$ cat config.mk
export PLATFORM = sky130hd
export DESIGN_NAME = frame_receiver_additive_checksum_top
export DESIGN_NICKNAME = d
export VERILOG_FILES = /design/src/design/frac_pkg.sv /design/src/design/frame_receiver_additive_checksum_top.sv
export SDC_FILE = /design/constraint.sdc
export NUM_CORES = 1
export LEC_CHECK = 0
export ABC_CLOCK_PERIOD_IN_PS = 3000
export BUFFER_PORTS_ARGS = -buffer_cell sky130_fd_sc_hd__buf_4
export CAP_MARGIN = 40
export CORE_MARGIN = 1
export CORE_UTILIZATION = 60
export CTS_CLUSTER_DIAMETER = 120
export DETAILED_ROUTE_END_ITERATION = 10
export HOLD_SLACK_MARGIN = 0.1
export PLACE_DENSITY = 0.79
export SLEW_MARGIN = 20
export SYNTH_ARGS = -nofsm -noshare
export SYNTH_HDL_FRONTEND = slang
export SYNTH_SLANG_ARGS = --single-unit
$ cat constraint.sdc
create_clock -name clk -period 3 [get_ports clk]
set_clock_uncertainty 0.1 [all_clocks]
set_input_delay 0.3 -clock clk [delete_from_list [all_inputs] [get_ports clk]]
set_output_delay 0.3 -clock clk [all_outputs]
set_load 0.02 [all_outputs]
$ cat src/design/frac_pkg.sv
package frac_pkg;

  typedef enum logic [2:0] {
    PH_HUNT,
    PH_LEN,
    PH_CMD,
    PH_DATA,
    PH_SUM,
    PH_TAIL,
    PH_READ,
    PH_EMIT
  } phase_t;

  typedef enum logic [1:0] {
    ST_GOOD     = 2'd0,
    ST_BAD_TAIL = 2'd1,
    ST_BAD_SUM  = 2'd2,
    ST_TOO_LONG = 2'd3
  } status_t;

  localparam logic CFG_MARKER  = 1'b0;
  localparam logic CFG_MAX_LEN = 1'b1;

  localparam logic [7:0] MARKER_RESET  = 8'h2A;
  localparam logic [5:0] MAX_LEN_RESET = 6'd32;
  localparam int         MAX_RESULTS   = 32;

endpackage

$ cat src/design/frame_receiver_additive_checksum_top.sv
// Noise, header, payload and checksum bytes: no result.
// Length, tail or checksum error, or a good empty frame: one result, valid in the cycle after the transfer.
// Good frame of N payload bytes: N results, each a payload RAM read, then emit.
// No byte is taken during readout or while a result waits in the output register.
// rst (synchronous): hunting for the marker, state and config registers to defaults; payload RAM is not cleared.
module frame_receiver_additive_checksum_top #(
  parameter int PAYLOAD_DEPTH = 32
) (
  input  logic       clk,
  input  logic       rst,
  input  logic       cfg_we,
  input  logic       cfg_addr,
  input  logic [7:0] cfg_data,
  input  logic       in_valid,
  output logic       in_ready,
  input  logic [7:0] rx_byte,
  output logic       out_valid,
  input  logic       out_ready,
  output logic [1:0] frame_status,
  output logic [7:0] command_code,
  output logic [7:0] payload_value,
  output logic [4:0] payload_index,
  output logic [5:0] payload_count,
  output logic       last
);
  import frac_pkg::*;

  localparam int STORE_DEPTH = (PAYLOAD_DEPTH < MAX_RESULTS) ? PAYLOAD_DEPTH : MAX_RESULTS;
  localparam int AW          = (STORE_DEPTH > 1) ? $clog2(STORE_DEPTH) : 1;
  localparam logic [5:0] LEN_CAP = 6'(STORE_DEPTH);

  logic [7:0] marker_byte;
  logic [5:0] max_payload;

  phase_t     phase, phase_next;
  logic [5:0] frame_length;
  logic [7:0] frame_command;
  logic [7:0] running_sum;
  logic [5:0] bytes_received;
  logic [7:0] sum_received;
  logic [4:0] rd_idx;

  logic [7:0] payload_store [STORE_DEPTH];
  logic [7:0] rd_data;

  logic       in_fire, out_free;
  logic [5:0] limit;
  logic       len_bad;
  logic       data_done;
  logic       rd_last;
  logic       tail_bad, sum_bad;

  logic       load_out;
  status_t    ld_status;
  logic [7:0] ld_cmd, ld_value;
  logic [4:0] ld_index;
  logic [5:0] ld_count;
  logic       ld_last;

  assign out_free  = !out_valid || out_ready;
  assign in_ready  = (phase != PH_READ) && (phase != PH_EMIT) && out_free;
  assign in_fire   = in_valid && in_ready;
  assign limit     = (max_payload > LEN_CAP) ? LEN_CAP : max_payload;
  assign len_bad   = rx_byte > {2'b00, limit};
  assign data_done = (bytes_received + 6'd1) >= frame_length;
  assign rd_last   = ({1'b0, rd_idx} + 6'd1) == frame_length;
  assign tail_bad  = rx_byte != marker_byte;
  assign sum_bad   = sum_received != running_sum;

  always_comb begin
    phase_next = phase;
    unique case (phase)
      PH_HUNT: if (in_fire && rx_byte == marker_byte) phase_next = PH_LEN;
      PH_LEN:  if (in_fire) phase_next = len_bad ? PH_HUNT : PH_CMD;
      PH_CMD:  if (in_fire) phase_next = (frame_length == 6'd0) ? PH_SUM : PH_DATA;
      PH_DATA: if (in_fire && data_done) phase_next = PH_SUM;
      PH_SUM:  if (in_fire) phase_next = PH_TAIL;
      PH_TAIL: begin
        if (in_fire) begin
          if (!tail_bad && !sum_bad && frame_length != 6'd0) phase_next = PH_READ;
          else phase_next = PH_HUNT;
        end
      end
      PH_READ: phase_next = PH_EMIT;
      PH_EMIT: if (out_free) phase_next = rd_last ? PH_HUNT : PH_READ;
      default: phase_next = PH_HUNT;
    endcase
  end

  always_comb begin
    load_out  = 1'b0;
    ld_status = ST_GOOD;
    ld_cmd    = 8'd0;
    ld_value  = 8'd0;
    ld_index  = 5'd0;
    ld_count  = 6'd0;
    ld_last   = 1'b1;
    unique case (phase)
      PH_LEN: begin
        if (in_fire && len_bad) begin
          load_out  = 1'b1;
          ld_status = ST_TOO_LONG;
        end
      end
      PH_TAIL: begin
        if (in_fire) begin
          if (tail_bad) begin
            load_out  = 1'b1;
            ld_status = ST_BAD_TAIL;
          end else if (sum_bad) begin
            load_out  = 1'b1;
            ld_status = ST_BAD_SUM;
          end else if (frame_length == 6'd0) begin
            load_out = 1'b1;
            ld_cmd   = frame_command;
          end
        end
      end
      PH_EMIT: begin
        if (out_free) begin
          load_out = 1'b1;
          ld_cmd   = frame_command;
          ld_value = rd_data;
          ld_index = rd_idx;
          ld_count = frame_length;
          ld_last  = rd_last;
        end
      end
      default: load_out = 1'b0;
    endcase
  end

  always_ff @(posedge clk) begin
    if (phase == PH_DATA && in_fire && bytes_received < LEN_CAP) begin
      payload_store[bytes_received[AW-1:0]] <= rx_byte;
    end
    if (phase == PH_READ) begin
      rd_data <= payload_store[rd_idx[AW-1:0]];
    end
  end

  always_ff @(posedge clk) begin
    if (rst) begin
      marker_byte    <= MARKER_RESET;
      max_payload    <= MAX_LEN_RESET;
      phase          <= PH_HUNT;
      frame_length   <= 6'd0;
      frame_command  <= 8'd0;
      running_sum    <= 8'd0;
      bytes_received <= 6'd0;
      sum_received   <= 8'd0;
      rd_idx         <= 5'd0;
      out_valid      <= 1'b0;
    end else begin
      phase <= phase_next;
      if (cfg_we) begin
        case (cfg_addr)
          CFG_MARKER:  marker_byte <= cfg_data;
          CFG_MAX_LEN: max_payload <= cfg_data[5:0];
          default:     marker_byte <= marker_byte;
        endcase
      end
      if (in_fire) begin
        case (phase)
          PH_LEN: if (!len_bad) frame_length <= rx_byte[5:0];
          PH_CMD: begin
            frame_command  <= rx_byte;
            running_sum    <= 8'd0;
            bytes_received <= 6'd0;
          end
          PH_DATA: begin
            running_sum    <= running_sum + rx_byte;
            bytes_received <= bytes_received + 6'd1;
          end
          PH_SUM:  sum_received <= rx_byte;
          PH_TAIL: rd_idx <= 5'd0;
          default: rd_idx <= rd_idx;
        endcase
      end
      if (phase == PH_EMIT && out_free) rd_idx <= rd_idx + 5'd1;
      if (load_out) out_valid <= 1'b1;
      else if (out_ready) out_valid <= 1'b0;
    end
  end

  always_ff @(posedge clk) begin
    if (load_out) begin
      frame_status  <= ld_status;
      command_code  <= ld_cmd;
      payload_value <= ld_value;
      payload_index <= ld_index;
      payload_count <= ld_count;
      last          <= ld_last;
    end
  end

  a_len_cap: assert property (@(posedge clk) disable iff (rst)
    frame_length <= LEN_CAP)
    else $error("frame length above cap");

  a_rd_range: assert property (@(posedge clk) disable iff (rst)
    (phase == PH_READ || phase == PH_EMIT) |-> ({1'b0, rd_idx} < frame_length))
    else $error("readout index past frame length");

  a_len_err: assert property (@(posedge clk) disable iff (rst)
    (in_fire && phase == PH_LEN && len_bad) |=>
      (out_valid && frame_status == ST_TOO_LONG && phase == PH_HUNT))
    else $error("oversize length not reported");

  a_not_last: assert property (@(posedge clk) disable iff (rst)
    (out_valid && !last) |-> (phase == PH_READ || phase == PH_EMIT))
    else $error("non-final result outside readout");

  a_data_cnt: assert property (@(posedge clk) disable iff (rst)
    (phase == PH_DATA) |-> (bytes_received < frame_length))
    else $error("payload count overrun");

endmodule

==> metrics.csv <==
metric;value;unit
Vias per Instance;6.19;
antenna viol nets, final;0;
largest area contributor in the netlist;edfxtp_1;
DRC viols;0;
final hold vios;0;
vias in the first global route;8383;
Die Ht;158;um
fraction of layout cells with a size suffix above 1;23.5;%
CTS tree;built;
CTS root buf;clkbuf_16;
WHS Path Cells;1;
P per Cell Area;575;nW/um^2
CTS buffer count;36;
Ys Warns;0;
Syn Std Cell Area;14600;um^2
worst hold endpoint;payload_store[19][0]$_DFFE_PP_;
clock-pin slew on the worst setup and hold paths;60;ps
met1 usage;34.9;%
Reg2Reg Depth;4;
DRT iter0 DRCs;1031;
width of the die;158;um
I/O pins;54;
Synth Instances;904;
Critical Path Start Type;flip-flop;
Syn Nets;951;
GP Congestion;0.848;
overall power;9.67;mW
register area share after synthesis;68.6;%
RSZ-0062 raised after global routing;no;
die area;24900;um^2
max-cap check violation count;0;
TNS Setup;0;ps
Synth async-reset ratio;0;%
port bufs;53;
initial core utilization;61.6;%
first-pass GRT wire length;49800;um
total gr overflow;0;
post-synth cell types;52;
Hold Crit Class;input pin to flip-flop;
Post-CTS Resized;0;
hold_sp;rx_byte[0];
Synth top area share;60.5;%
final hold slack;162;ps
flop-to-flop setup slack;320;ps
worst setup margin;321;ps
final setup violation count;0;
Finished Layout Cells;1359;
max-slew headroom at the worst pin;46.0;%
Detailed Routing Iterations Pass 1;7;
grt met3 use;4.33;%
fmax;373;MHz
worst slack, placed;316;ps
max-slew violation count;0;
crit share post-route;89.3;%
crit-path max FO;32;
GR peak layer;met2;
hold_buf cts;15;
pin count of the biggest net entering global routing;65;
Synth area leaders;edfxtp_1, mux4_2, dfxtp_1, nor2_1, ha_1;
Bufs on Longest Clock Path;3;
Reg2Reg Capture Point;rd_data[6]$_DFFE_PP_;
dpl cell area;15600;um^2
endpoint class of the critical path;flip-flop;
clk_lat worst skew;510;ps
worst vdd rail ir drop;0.000404;V
initial antenna violation count;0;
DR WL/cell;24.6;um
number of synthesized register bits;353;
DP Wirelength;20300;um
outcome;finished clean;
GR Util All Layers;27.9;%
Final min period;2680;ps
Worst Tran Pin Value;807;ps
CTS H-tree lvls;2;
Layout area overhead;15.4;%
Clock Sinks;353;
core area;23700;um^2
Synth Flop Type;edfxtp_1;
Post-synth EDFFs;294;
post-layout util;71.1;%
Worst Path Arrival;2840;ps
fin area;16800;um^2
row cnt;56;
Avg Cell Area, Syn;16.1;um^2
post-CTS setup buffer count;0;
Worst Path Class, Setup;flip-flop to flip-flop;
final net count;1062;
Static Leakage;5.62;nW
WP data required;3160;ps
Placed Instances;1281;
Post-Route WL;33400;um
reg2reg start;rd_idx[0]$_SDFFE_PP0P_;
Diodes inserted;0;
routing usage on met2;47.6;%
via count;8406;
-- critical path, stage by stage (launching register included) --
cell,delay (ps)
dfxtp_4,560
buf_12,300
mux4_2,590
mux4_2,540
mux2_2,290
-- sequential cells by signal (all words and copies together) (netlist names) --
name,flops
bytes_received,6
command_code,8
frame_command,8
frame_length,6
frame_status,2
last,1
marker_byte,8
max_payload,6
out_valid,1
payload_count,6
payload_index,5
payload_store,256
payload_value,8
phase,3
rd_data,8
rd_idx,5
running_sum,8
sum_received,8
-- cells by family (layout without fill, tap and decap cells) --
kind of cell               Yosys count  after routing  synth area share (%)
and+or+nand+nor                    255            255                  8.14
buffers and inverters               57            193                  1.68
AOI/OAI and AO/OA                   80             80                  3.50
DFF                                353            353                  68.6
xor gates and xnor gates            32             32                  1.92
adders and majority gates           25             25                  2.20
muxes                              102            102                  13.9
-- area by class of cell --
type	count	area [um^2]
Sequential cell	353	10000
Multi-Input combinational cell	494	4330
Timing Repair Buffer	118	973
Clock inverter	20	96.3
Fill cell	1503	6850
Clock buffer	43	970
Inverter	12	45.0
Tap cell	319	399
-- cells in the final DEF, fill, tap and decap left out, types with 5 or more instances in the layout --
cell type and instances:
or3_1 5, nand2_1 60, nor2b_1 13, clkbuf_16 38, mux2i_1 14, and2_1 16, clkinv_2 7, o21ai_0 7
edfxtp_1 294, clkbuf_1 5, inv_1 12, nor2_1 98, nand3_1 21, mux4_2 80, nand3b_1 11, dlygate4sd3_1 15
clkinv_1 12, a22oi_1 8, dfxtp_1 57, nor3_1 7, mux2_2 8, xnor2_1 28, buf_4 99, a21oi_1 38
nand4_1 5, ha_1 24, nand2b_1 7
-- power breakdown --
part / leakage, nW / switching, mW / total [mW] / internal [mW]
Sequential: 3.15 / 0.0136 / 5.33 / 5.32
Combinational: 1.94 / 0.185 / 0.279 / 0.0942
Clock: 0.527 / 1.76 / 4.06 / 2.30
Total: 5.62 / 1.96 / 9.67 / 7.71
-- layer usage --
layer  wire (um)  part of all wire, %
met1       12700                   38
met2       17200                   51
met3        2080                  6.2
met4        1410                  4.2
met5           0                    0
-- worst max-delay path by stage --
stage                                            from                   endpoint  slack, ps  cells past startpoint
after CTS                      rd_idx[0]$_SDFFE_PP0P_       rd_data[6]$_DFFE_PP_        290                      4
after global routing           rd_idx[0]$_SDFFE_PP0P_       rd_data[6]$_DFFE_PP_        240                      4
final                          rd_idx[0]$_SDFFE_PP0P_       rd_data[6]$_DFFE_PP_        320                      4
after floorplan           max_payload[5]$_SDFFE_PP1P_  command_code[0]$_DFFE_PP_        430                      8
after global placement         rd_idx[0]$_SDFFE_PP0P_       rd_data[6]$_DFFE_PP_        350                      4
after detailed placement       rd_idx[0]$_SDFFE_PP0P_       rd_data[6]$_DFFE_PP_        320                      4
-- synthesized netlist by cell type, drive strengths merged (7+ instances only) --
master / n
nand2: 60
mux2: 8
nand3b: 11
a22oi: 8
nand2b: 7
nor3: 7
edfxtp: 294
ha: 24
mux4: 80
inv: 12
nor2b: 13
mux2i: 14
xnor2: 28
and2: 17
buf: 19
dfxtp: 59
nor2: 98
nand3: 21
clkbuf: 26
o21ai: 7
a21oi: 38
No activity file was read; power rests on OpenSTA's default activity.
